$ cat config.mk
export PLATFORM = sky130hd
export DESIGN_NAME = postfix_stack_calculator
export DESIGN_NICKNAME = d
export VERILOG_FILES = /design/src/rtl/core/psc_pkg.sv /design/src/rtl/core/postfix_stack_calculator.sv
export SDC_FILE = /design/constraint.sdc
export NUM_CORES = 2
export LEC_CHECK = 0
export BUFFER_PORTS_ARGS = -buffer_cell sky130_fd_sc_hd__buf_2
export CORE_UTILIZATION = 30
export DETAILED_ROUTE_END_ITERATION = 8
export SYNTH_ARGS = -nofsm -noshare
export SYNTH_HDL_FRONTEND = slang
export SYNTH_SLANG_ARGS = --single-unit
$ cat constraint.sdc
create_clock -name i_clk -period 16.2 [get_ports i_clk]
set_input_delay 1.62 -clock i_clk [delete_from_list [all_inputs] [get_ports i_clk]]
set_output_delay 1.62 -clock i_clk [all_outputs]
set_load 0.1 [all_outputs]
$ cat src/rtl/core/psc_pkg.sv
`timescale 1ns / 1ps

package psc_pkg;

    localparam int STACK_DEPTH = 16;
    localparam int CNT_W       = $clog2(STACK_DEPTH + 1);
    localparam int PTR_W       = $clog2(STACK_DEPTH);
    localparam int DATA_W      = 32;
    localparam int DIV_STEPS   = DATA_W;
    localparam int STEP_W      = $clog2(DIV_STEPS);

    localparam logic [1:0] REQ_PUSH     = 2'd0;
    localparam logic [1:0] REQ_OPERATOR = 2'd1;
    localparam logic [1:0] REQ_FINISH   = 2'd2;

    localparam logic [2:0] OP_ADD = 3'd0;
    localparam logic [2:0] OP_SUB = 3'd1;
    localparam logic [2:0] OP_MUL = 3'd2;
    localparam logic [2:0] OP_DIV = 3'd3;

    localparam logic [2:0] ST_OK       = 3'd0;
    localparam logic [2:0] ST_DIV_ZERO = 3'd1;
    localparam logic [2:0] ST_BAD_OP   = 3'd2;
    localparam logic [2:0] ST_FEW      = 3'd3;
    localparam logic [2:0] ST_EMPTY    = 3'd4;
    localparam logic [2:0] ST_LEFTOVER = 3'd5;
    localparam logic [2:0] ST_OVERFLOW = 3'd6;

    typedef struct packed {
        logic [1:0]               req_type;
        logic signed [DATA_W-1:0] number_value;
        logic [2:0]               operator_code;
    } t_req;

    typedef struct packed {
        logic [2:0]               status;
        logic signed [DATA_W-1:0] top_value;
        logic [4:0]               stack_count;
        logic                     expression_done;
    } t_rsp;

    typedef enum logic [2:0] {
        S_IDLE,
        S_READ,
        S_EXEC,
        S_DIV,
        S_WRITE
    } t_state;

endpackage

$ cat src/rtl/core/postfix_stack_calculator.sv
`timescale 1ns / 1ps

// Channel   Ports                     Handshake
// item in   i_req (t_req)             accepted when start is high and busy is low
// result    o_rsp (t_rsp)             valid for one cycle while o_valid is high
//
// Push, finish, ignored request types and operators that fail their checks return their
// result in the next cycle and busy stays low.
// Add, subtract and multiply step through read of the left operand, execute and write.
// Divide runs a radix-2 divider state after execute that retires one quotient bit a cycle.
// Synchronous active-low reset empties the stack and clears the sticky error.
// Results cannot be stalled; each one is shown for exactly one cycle.
module postfix_stack_calculator (
    input  logic            i_clk,
    input  logic            i_rst_n,
    input  logic            start,
    output logic            busy,
    input  psc_pkg::t_req   i_req,
    output logic            o_valid,
    output psc_pkg::t_rsp   o_rsp
);
    import psc_pkg::*;

    logic [DATA_W-1:0] r_mem [STACK_DEPTH];

    t_state            r_state, n_state;
    logic [CNT_W-1:0]  r_count, n_count;
    logic [2:0]        r_err, n_err;
    logic [DATA_W-1:0] r_top, n_top;
    logic [2:0]        r_op, n_op;
    logic [PTR_W-1:0]  r_rd_addr, n_rd_addr;
    logic [DATA_W-1:0] r_lhs;
    logic [DATA_W-1:0] r_res, n_res;
    logic [DATA_W-1:0] r_quo, n_quo;
    logic [DATA_W-1:0] r_rem, n_rem;
    logic [DATA_W-1:0] r_dvs, n_dvs;
    logic              r_neg, n_neg;
    logic [STEP_W-1:0] r_step, n_step;
    logic              r_valid, n_valid;
    t_rsp              r_rsp, n_rsp;

    logic              w_we;
    logic [PTR_W-1:0]  w_waddr;
    logic [DATA_W-1:0] w_wdata;

    always_ff @(posedge i_clk) begin
        if (w_we) begin
            r_mem[w_waddr] <= w_wdata;
        end
        r_lhs <= r_mem[r_rd_addr];
    end

    always_ff @(posedge i_clk) begin
        if (!i_rst_n) begin
            r_state <= S_IDLE;
            r_count <= '0;
            r_err   <= ST_OK;
            r_valid <= 1'b0;
        end else begin
            r_state <= n_state;
            r_count <= n_count;
            r_err   <= n_err;
            r_valid <= n_valid;
        end
        r_top     <= n_top;
        r_op      <= n_op;
        r_rd_addr <= n_rd_addr;
        r_res     <= n_res;
        r_quo     <= n_quo;
        r_rem     <= n_rem;
        r_dvs     <= n_dvs;
        r_neg     <= n_neg;
        r_step    <= n_step;
        r_rsp     <= n_rsp;
    end

    always_comb begin
        logic [DATA_W:0]   trial;
        logic [DATA_W:0]   diff;
        logic [DATA_W-1:0] lhs_mag;
        logic [DATA_W-1:0] rhs_mag;
        logic [DATA_W-1:0] result;

        n_state   = r_state;
        n_count   = r_count;
        n_err     = r_err;
        n_top     = r_top;
        n_op      = r_op;
        n_rd_addr = r_rd_addr;
        n_res     = r_res;
        n_quo     = r_quo;
        n_rem     = r_rem;
        n_dvs     = r_dvs;
        n_neg     = r_neg;
        n_step    = r_step;
        n_valid   = 1'b0;
        n_rsp     = r_rsp;
        w_we      = 1'b0;
        w_waddr   = r_rd_addr;
        w_wdata   = r_top;

        trial   = {r_rem, r_quo[DATA_W-1]};
        diff    = trial - {1'b0, r_dvs};
        lhs_mag = r_lhs[DATA_W-1] ? (DATA_W'(0) - r_lhs) : r_lhs;
        rhs_mag = r_top[DATA_W-1] ? (DATA_W'(0) - r_top) : r_top;
        result  = (r_op == OP_DIV) ? (r_neg ? (DATA_W'(0) - r_quo) : r_quo) : r_res;

        busy = (r_state != S_IDLE);

        case (r_state)
            S_IDLE: begin
                if (start) begin
                    n_op    = i_req.operator_code;
                    n_valid = 1'b1;
                    case (i_req.req_type)
                        REQ_PUSH: begin
                            if (r_err == ST_OK) begin
                                if (r_count >= CNT_W'(STACK_DEPTH)) begin
                                    n_err = ST_OVERFLOW;
                                end else begin
                                    w_we    = 1'b1;
                                    w_waddr = r_count[PTR_W-1:0];
                                    w_wdata = i_req.number_value;
                                    n_top   = i_req.number_value;
                                    n_count = r_count + CNT_W'(1);
                                end
                            end
                        end
                        REQ_OPERATOR: begin
                            if (r_err == ST_OK) begin
                                if (r_count < CNT_W'(2)) begin
                                    n_err = ST_FEW;
                                end else if (i_req.operator_code != OP_ADD &&
                                             i_req.operator_code != OP_SUB &&
                                             i_req.operator_code != OP_MUL &&
                                             i_req.operator_code != OP_DIV) begin
                                    n_err = ST_BAD_OP;
                                end else if (i_req.operator_code == OP_DIV &&
                                             r_top == '0) begin
                                    n_err = ST_DIV_ZERO;
                                end else begin
                                    // Fetch the left operand; the result follows later.
                                    n_valid   = 1'b0;
                                    n_rd_addr = PTR_W'(r_count - CNT_W'(2));
                                    n_state   = S_READ;
                                end
                            end
                        end
                        default: begin
                        end
                    endcase
                    n_rsp.status          = n_err;
                    n_rsp.top_value       = (n_count == '0) ? '0 : n_top;
                    n_rsp.stack_count     = 5'(n_count);
                    n_rsp.expression_done = 1'b0;
                    if (i_req.req_type == REQ_FINISH) begin
                        n_rsp.top_value       = '0;
                        n_rsp.expression_done = 1'b1;
                        n_rsp.stack_count     = '0;
                        if (r_err != ST_OK) begin
                            n_rsp.status = r_err;
                        end else if (r_count == '0) begin
                            n_rsp.status = ST_EMPTY;
                        end else begin
                            n_rsp.top_value = r_top;
                            n_rsp.status    = (r_count > CNT_W'(1)) ? ST_LEFTOVER : ST_OK;
                        end
                        n_count = '0;
                        n_err   = ST_OK;
                    end
                end
            end
            S_READ: begin
                n_state = S_EXEC;
            end
            S_EXEC: begin
                case (r_op)
                    OP_ADD:  n_res = r_lhs + r_top;
                    OP_SUB:  n_res = r_lhs - r_top;
                    OP_MUL:  n_res = DATA_W'(r_lhs * r_top);
                    default: n_res = r_res;
                endcase
                if (r_op == OP_DIV) begin
                    n_quo   = lhs_mag;
                    n_rem   = '0;
                    n_dvs   = rhs_mag;
                    n_neg   = r_lhs[DATA_W-1] ^ r_top[DATA_W-1];
                    n_step  = STEP_W'(DIV_STEPS - 1);
                    n_state = S_DIV;
                end else begin
                    n_state = S_WRITE;
                end
            end
            S_DIV: begin
                // Restoring division: one quotient bit shifts in per cycle.
                if (!diff[DATA_W]) begin
                    n_rem = diff[DATA_W-1:0];
                    n_quo = {r_quo[DATA_W-2:0], 1'b1};
                end else begin
                    n_rem = trial[DATA_W-1:0];
                    n_quo = {r_quo[DATA_W-2:0], 1'b0};
                end
                n_step = r_step - STEP_W'(1);
                if (r_step == '0) begin
                    n_state = S_WRITE;
                end
            end
            S_WRITE: begin
                w_we    = 1'b1;
                w_waddr = r_rd_addr;
                w_wdata = result;
                n_top   = result;
                n_count = r_count - CNT_W'(1);
                n_valid = 1'b1;
                n_rsp.status          = ST_OK;
                n_rsp.top_value       = result;
                n_rsp.stack_count     = 5'(n_count);
                n_rsp.expression_done = 1'b0;
                n_state = S_IDLE;
            end
            default: begin
                n_state = S_IDLE;
            end
        endcase
    end

    assign o_valid = r_valid;
    assign o_rsp   = r_rsp;

    a_count_bound: assert property (@(posedge i_clk) disable iff (!i_rst_n)
        r_count <= CNT_W'(STACK_DEPTH))
        else $error("stack count beyond depth");

    a_no_err_while_busy: assert property (@(posedge i_clk) disable iff (!i_rst_n)
        busy |-> r_err == ST_OK)
        else $error("sequencer running with a sticky error");

    a_fast_result: assert property (@(posedge i_clk) disable iff (!i_rst_n)
        (start && !busy && i_req.req_type != REQ_OPERATOR) |=> o_valid)
        else $error("single-cycle item gave no result");

    a_finish_empties: assert property (@(posedge i_clk) disable iff (!i_rst_n)
        (o_valid && o_rsp.expression_done) |-> (r_count == '0 && r_err == ST_OK))
        else $error("finish left stack state behind");

    a_write_result: assert property (@(posedge i_clk) disable iff (!i_rst_n)
        (r_state == S_WRITE) |=> (o_valid && !busy && o_rsp.status == ST_OK))
        else $error("operator write did not report a result");

endmodule

# [After elaboration in Yosys (flattened, before gate mapping)]
# Memories as Yosys holds them, arrays and structs flattened. A register that Yosys moved wholly into a read port is not among the register bits.
# Index checks and enable logic that the tools add are counted.
[word_totals] regBits=226 mem_bits_rw=512 in_bits=40 output_inout_bits=43 elab_cells=154 mem_count=1
[memory_table] name="r_mem" depth=16 width=32 rd=1 rd_clocked_by_memory_dff=1 write_ports=1 line="postfix_stack_calculator.sv:24" source="logic [DATA_W-1:0] r_mem [STACK_DEPTH];"
[classes] add_sub_neg=10 n_mul=1 n_lt_le_gt_ge=3 eq_ne=21 mux=71 bitwise_logic=4 n_reduce_logical=25
[op_table] cell="$mux W32" n=13
[op_table] cell="$pmux W32 S2" n=3
[op_table] cell="$pmux W32 S3" n=1
[op_table] cell="$sub A1 B32 Y32 const A" n=3
[op_table] cell="$mux W41" n=2
[op_table] cell="$pmux W41 S2" n=1
[op_table] cell="$mux W3" n=18
[op_table] cell="$mux W5" n=8
[op_table] cell="$sub A33 B32 Y33" n=1
[op_table] cell="$add A32 B32 Y32" n=1
[op_table] cell="$logic_not A32 Y1" n=1
[op_table] cell="$mul A32 B32 Y32" n=1
[op_table] cell="$sub A32 B32 Y32" n=1
[op_table] cell="$mux W31" n=1
[op_table] cell="$mux W4" n=5
[op_table] cell="$pmux W5 S2" n=2
[op_table] cell="$eq A3 B2 Y1 const B" n=5
[op_table] cell="$logic_not A5 Y1" n=3
[op_table] cell="$ne A2 B2 Y1 const B" n=7
[op_table] cell="$reduce_and A7 Y1" n=2
[op_table] cell="$mux W1" n=13
[op_table] cell="$pmux W3 S4" n=1
[op_table] cell="$reduce_bool A3 Y1" n=4
[op_table] cell="$reduce_and A2 Y1" n=5
[op_table] cell="21 further kinds" n=33

# [Logic depth before layout (Yosys ltp)]
[logic_depth] word_depth=11 depth_mapped=29 mapped_depth_nobuf=26

# [Worst setup path before layout]
# Ideal clock, no wire load.
[synth_path] path_type="flip-flop to flip-flop" startpoint="register r_top[7]" endpoint="register r_res[31], data pin" setup_time_ns=0.270 t_arrival_ns=7.165 required_time_ns=15.930 path_slack_ns=8.765 path_stages_with_launch=27 n_path_buf=2 period_less_slack_ns=7.435 path_cell_list="dfxtp_1 clkbuf_1 clkbuf_1 and2_1 fa_1 fa_1 fa_1 inv_1 fa_1 inv_1 fa_1 inv_1 fa_1 inv_1 fa_1 fa_1 ha_1 a21o_1 a21o_1 a2111oi_0 o21ba_2 o31ai_1 a31oi_1 o21ai_0 o221ai_1 xnor2_1 mux2i_1"
[synth_between] elab_chain_cells=2 elab_cells_between_ends=4 classes_between="2 x add/sub; 1 x mul; 1 x mux"
[synth_lines] item="start: declaration" line="postfix_stack_calculator.sv:29" source="logic [DATA_W-1:0] r_top, n_top;"
[synth_lines] item="start signal: assignment" line="postfix_stack_calculator.sv:65" source="r_top <= n_top;"
[synth_lines] item="$mul A32 B32 Y32, or another cell as far along" line="postfix_stack_calculator.sv:180" source="OP_MUL: n_res = DATA_W'(r_lhs * r_top);"
[synth_lines] item="$pmux W32 S3 *" line="postfix_stack_calculator.sv:177" source="case (r_op)"
[synth_lines] item="end signal: assignment" line="postfix_stack_calculator.sv:68" source="r_res <= n_res;"
[synth_lines] item="end: declaration" line="postfix_stack_calculator.sv:33" source="logic [DATA_W-1:0] r_res, n_res;"
# Every way passes the cells marked *; elsewhere a longest branch is shown, timed or not.
# A chain may end at the register's enable or synchronous reset.

# [Worst setup path after layout]
[layout_path] startpoint="register r_lhs[15], read port of r_mem" endpoint="register r_res[31], data pin"
[layout_between] elab_chain_cells=2 elab_cells_between_ends=4 classes_between="2 x add/sub; 1 x mul; 1 x mux"
[layout_lines] item="start: declaration" line="postfix_stack_calculator.sv:32" source="logic [DATA_W-1:0] r_lhs;"
[layout_lines] item="$mul A32 B32 Y32, or another cell as far along" line="postfix_stack_calculator.sv:180"
[layout_lines] item="$pmux W32 S3 *" line="postfix_stack_calculator.sv:177"
# Marks and branches as above.

==> summary.txt <==
Die
  • Core Box Area: 0.1678 sq mm
  • Die Span Y: 413.9 um
  • Initial Util: 30.34%
  • FP Rows: 150
  • Die area: 0.1713 sq mm
  • Die W: 413.9 um
  • I/O Pins: 83

STA
  • Setup WS post-layout: 8.144 ns
  • Max Slew Vio Count: 0
  • Fmax: 124.1 MHz
  • Slew @ Worst Pin: 1.253 ns
  • RSZ-0062 raised after global routing: no
  • Final min period: 8.056 ns
  • Rel. slew slack: 15.94%
  • Tcrit/Tclk final: 49.73%
  • Clk_skew: 0.05853 ns
  • Setup TNS: 0 ns
  • Fin. Hold Viols: 0
  • Final setup fails: 0

Cells and area
  • Syn-to-layout area delta: 11.55%
  • Fin util: 33.84%
  • Fillers: 16,530
  • Share of cells above drive strength 1: 12.72%
  • Final Net Count: 4,807

Setup path
  • FF-to-FF path depth: 24
  • Critical Path End Type: flop
  • Crit start category: flop
  • Crit-path max FO: 20
  • Critical Path AT: 8.46 ns
  • Critical Path RT: 16.60 ns
  • WS Path Type: flop to flop

Detailed routing
  • 1st-iter DRT viols: 2,813
  • Vias per cell: 5.058
  • Routed via count: 32,570
  • ANT nets after route: 0
  • Drt wl/cell: 21.83 um
  • First-pass iteration count of the detailed router: 6
  • Remaining DRCs: 0
  • Post-Route WL: 140.5 mm

Status
  • Outcome: complete, no violations

Synthesis
  • Mux cell area share after synthesis: 7.442%
  • Synth Area in Compound Gates: 7.042%
  • Synth top area share: 40.94%
  • Post-synth EDFFs: 694
  • Post-Syn Nets: 4,791
  • Post-Synth Adder-Cell Area: 20.97%
  • Mapped Cells: 4,144
  • Top cells by area, synth: edfxtp_1, fa_1, mux4_2
  • Synthesized flop and latch total: 770
  • Leading area contributor after synthesis: edfxtp_1
  • Largest family of logic cells by synthesized area: adder cells
  • Main flop type after synthesis: edfxtp_1
  • Post-synthesis simple-gate area fraction: 11.04%
  • Sequential share of the synthesized area: 43.93%
  • Synth Cell Area: 0.05091 sq mm
  • Post-synthesis xor/xnor area fraction: 4.471%
  • Ys Warns: 0
  • Distinct cells, synth: 76
  • Mean Syn Cell Area: 12.28 sq um
  • Ys async rst share: 0%

Clock network
  • Clk sink count: 770
  • H-tree depth: 3
  • Clock Path Buffers: 3
  • CTS clk-pin slew, worst paths: 0.07 ns
  • CTS root buf: clkbuf_16
  • CTS Buf Count: 81
  • CTS Hold Buffers Added: 0
  • Post-cts sizing count: 0
  • TritonCTS clock tree: built
  • Worst skew pair latency: 0.70 ns
  • Postcts setup bufs: 0

Global route
  • Initial antenna violation count: 18
  • Largest net degree at the start of global routing: 72
  • GR met3 Demand/Resource: 2.285%
  • Vias in the first global route: 33,610
  • Overall routing resource usage: 16.59%
  • First-pass GRT wire length: 213.1 mm
  • Global routing usage on met1: 21.69%
  • Most used routing layer: met2
  • GRT met2 Usage: 27.55%
  • Grt ovf: 0

Job
  • Max-capacitance violation count: 0

Worst hold path
  • Worst Hold Class: flop to flop
  • Hold Path Cell Cnt: 2

Placed design
  • IO Port Bufs: 82
  • Placer Congestion: 0.9231
  • Final HPWL DP: 94.38 mm
  • Setup WS pre-CTS: 8.232 ns
kinds of logic after synthesis:
| logic type | after synthesis |
|---|---|
| simple gates | 1124 |
| flops | 770 |
| buf+inv | 684 |
| fa+ha+maj | 607 |
| compound gates | 522 |
| xor+xnor | 259 |
| mux | 178 |
metrics by stage:
stage,instance area [sq um],std cells,hold slack (ns)
floorplan,50910,4144,0.4505
global placement,54000,6281,0.4667
detailed placement,54000,6281,0.4744
CTS,56770,6433,0.4858
global route,56770,6434,0.5262
finish,56790,6439,0.4890
state kept, by name (all words and copies together), names as in the netlist, 4 cells and up:
register	cells
r_dvs	32
r_top	32
r_rem	32
r_step	5
r_quo	32
r_lhs	32
r_res	32
r_mem	512
r_rd_addr	4
r_count	5
o_rsp	41
synth_stat cells, types with 36 or more instances:
master	count
xnor2_1	135
o21ai_0	126
a221o_1	38
fa_1	410
dfxtp_1	76
and2_1	319
xor2_1	123
ha_1	197
clkbuf_1	211
mux4_2	160
edfxtp_1	694
nor2_1	169
a21oi_1	101
a21o_1	36
nand2_1	406
inv_1	439
cell type report:
| class | count | area (sq um) | area share (%) |
|---|---|---|---|
| inverters | 439 | 1648 | 2.902 |
| clock buffers | 112 | 2283 | 4.021 |
| well taps | 2204 | 2758 | 4.856 |
| diodes | 6 | 15.01 | 0.02644 |
| flip-flops and latches | 770 | 22360 | 39.38 |
| multi-input cells | 2690 | 26110 | 45.97 |
| clock inverters | 40 | 483.0 | 0.8505 |
| repair buffers | 178 | 1131 | 1.992 |
path summary, 6_finish.rpt:
kind | start | endpoint | slack [ns]
setup / recovery | r_lhs[15] | r_res[31] | 8.14
hold / removal | r_err[1] | r_err[1] | 0.49
setup reg to reg | r_lhs[15] | r_res[31] | 8.14
hold reg to reg | r_err[1] | r_err[1] | 0.49
layout by cell type, fill, tap and decap left out, types with 34 or more instances in the layout:
cell       synthesis  layout
dfxtp_1           76      75
nand3_1           34      34
o21ai_0          126     126
ha_1             197     197
buf_4              0      96
and2_1           319     318
fa_1             410     410
clkbuf_16          0      81
a211oi_1          35      35
inv_1            439     439
mux4_2           160     160
a221o_1           38      38
nand2_1          406     404
a21o_1            36      36
buf_2              9      82
nor2_1           169     152
xnor2_1          135     135
xor2_1           123     123
a21oi_1          101     101
edfxtp_1         694     694
critical path, stage by stage (launching register included):
cell,delay [ns]
dfxtp_1,0.98
and2_1,0.27
fa_1,0.42
inv_1,0.08
fa_1,0.42
fa_1,0.49
fa_1,0.56
inv_1,0.05
fa_1,0.50
inv_1,0.06
fa_1,0.54
inv_1,0.05
fa_1,0.49
fa_1,0.42
ha_1,0.37
a21o_1,0.20
a21o_1,0.17
a2111oi_0,0.37
o21ba_2,0.19
o31ai_1,0.10
a31oi_1,0.32
o21ai_0,0.20
o221ai_1,0.26
xnor2_1,0.15
mux2i_1,0.08
metal layers:
layer	part of all wire, %	up-vias
li1	-	14360
met1	41	16800
met2	48	1103
met3	6.0	303
met4	4.5	4
met5	0.019	-
Power is left out: the tool's default activity adds up to more than one toggle a clock period on the data nets, which glitch-free logic cannot reach.
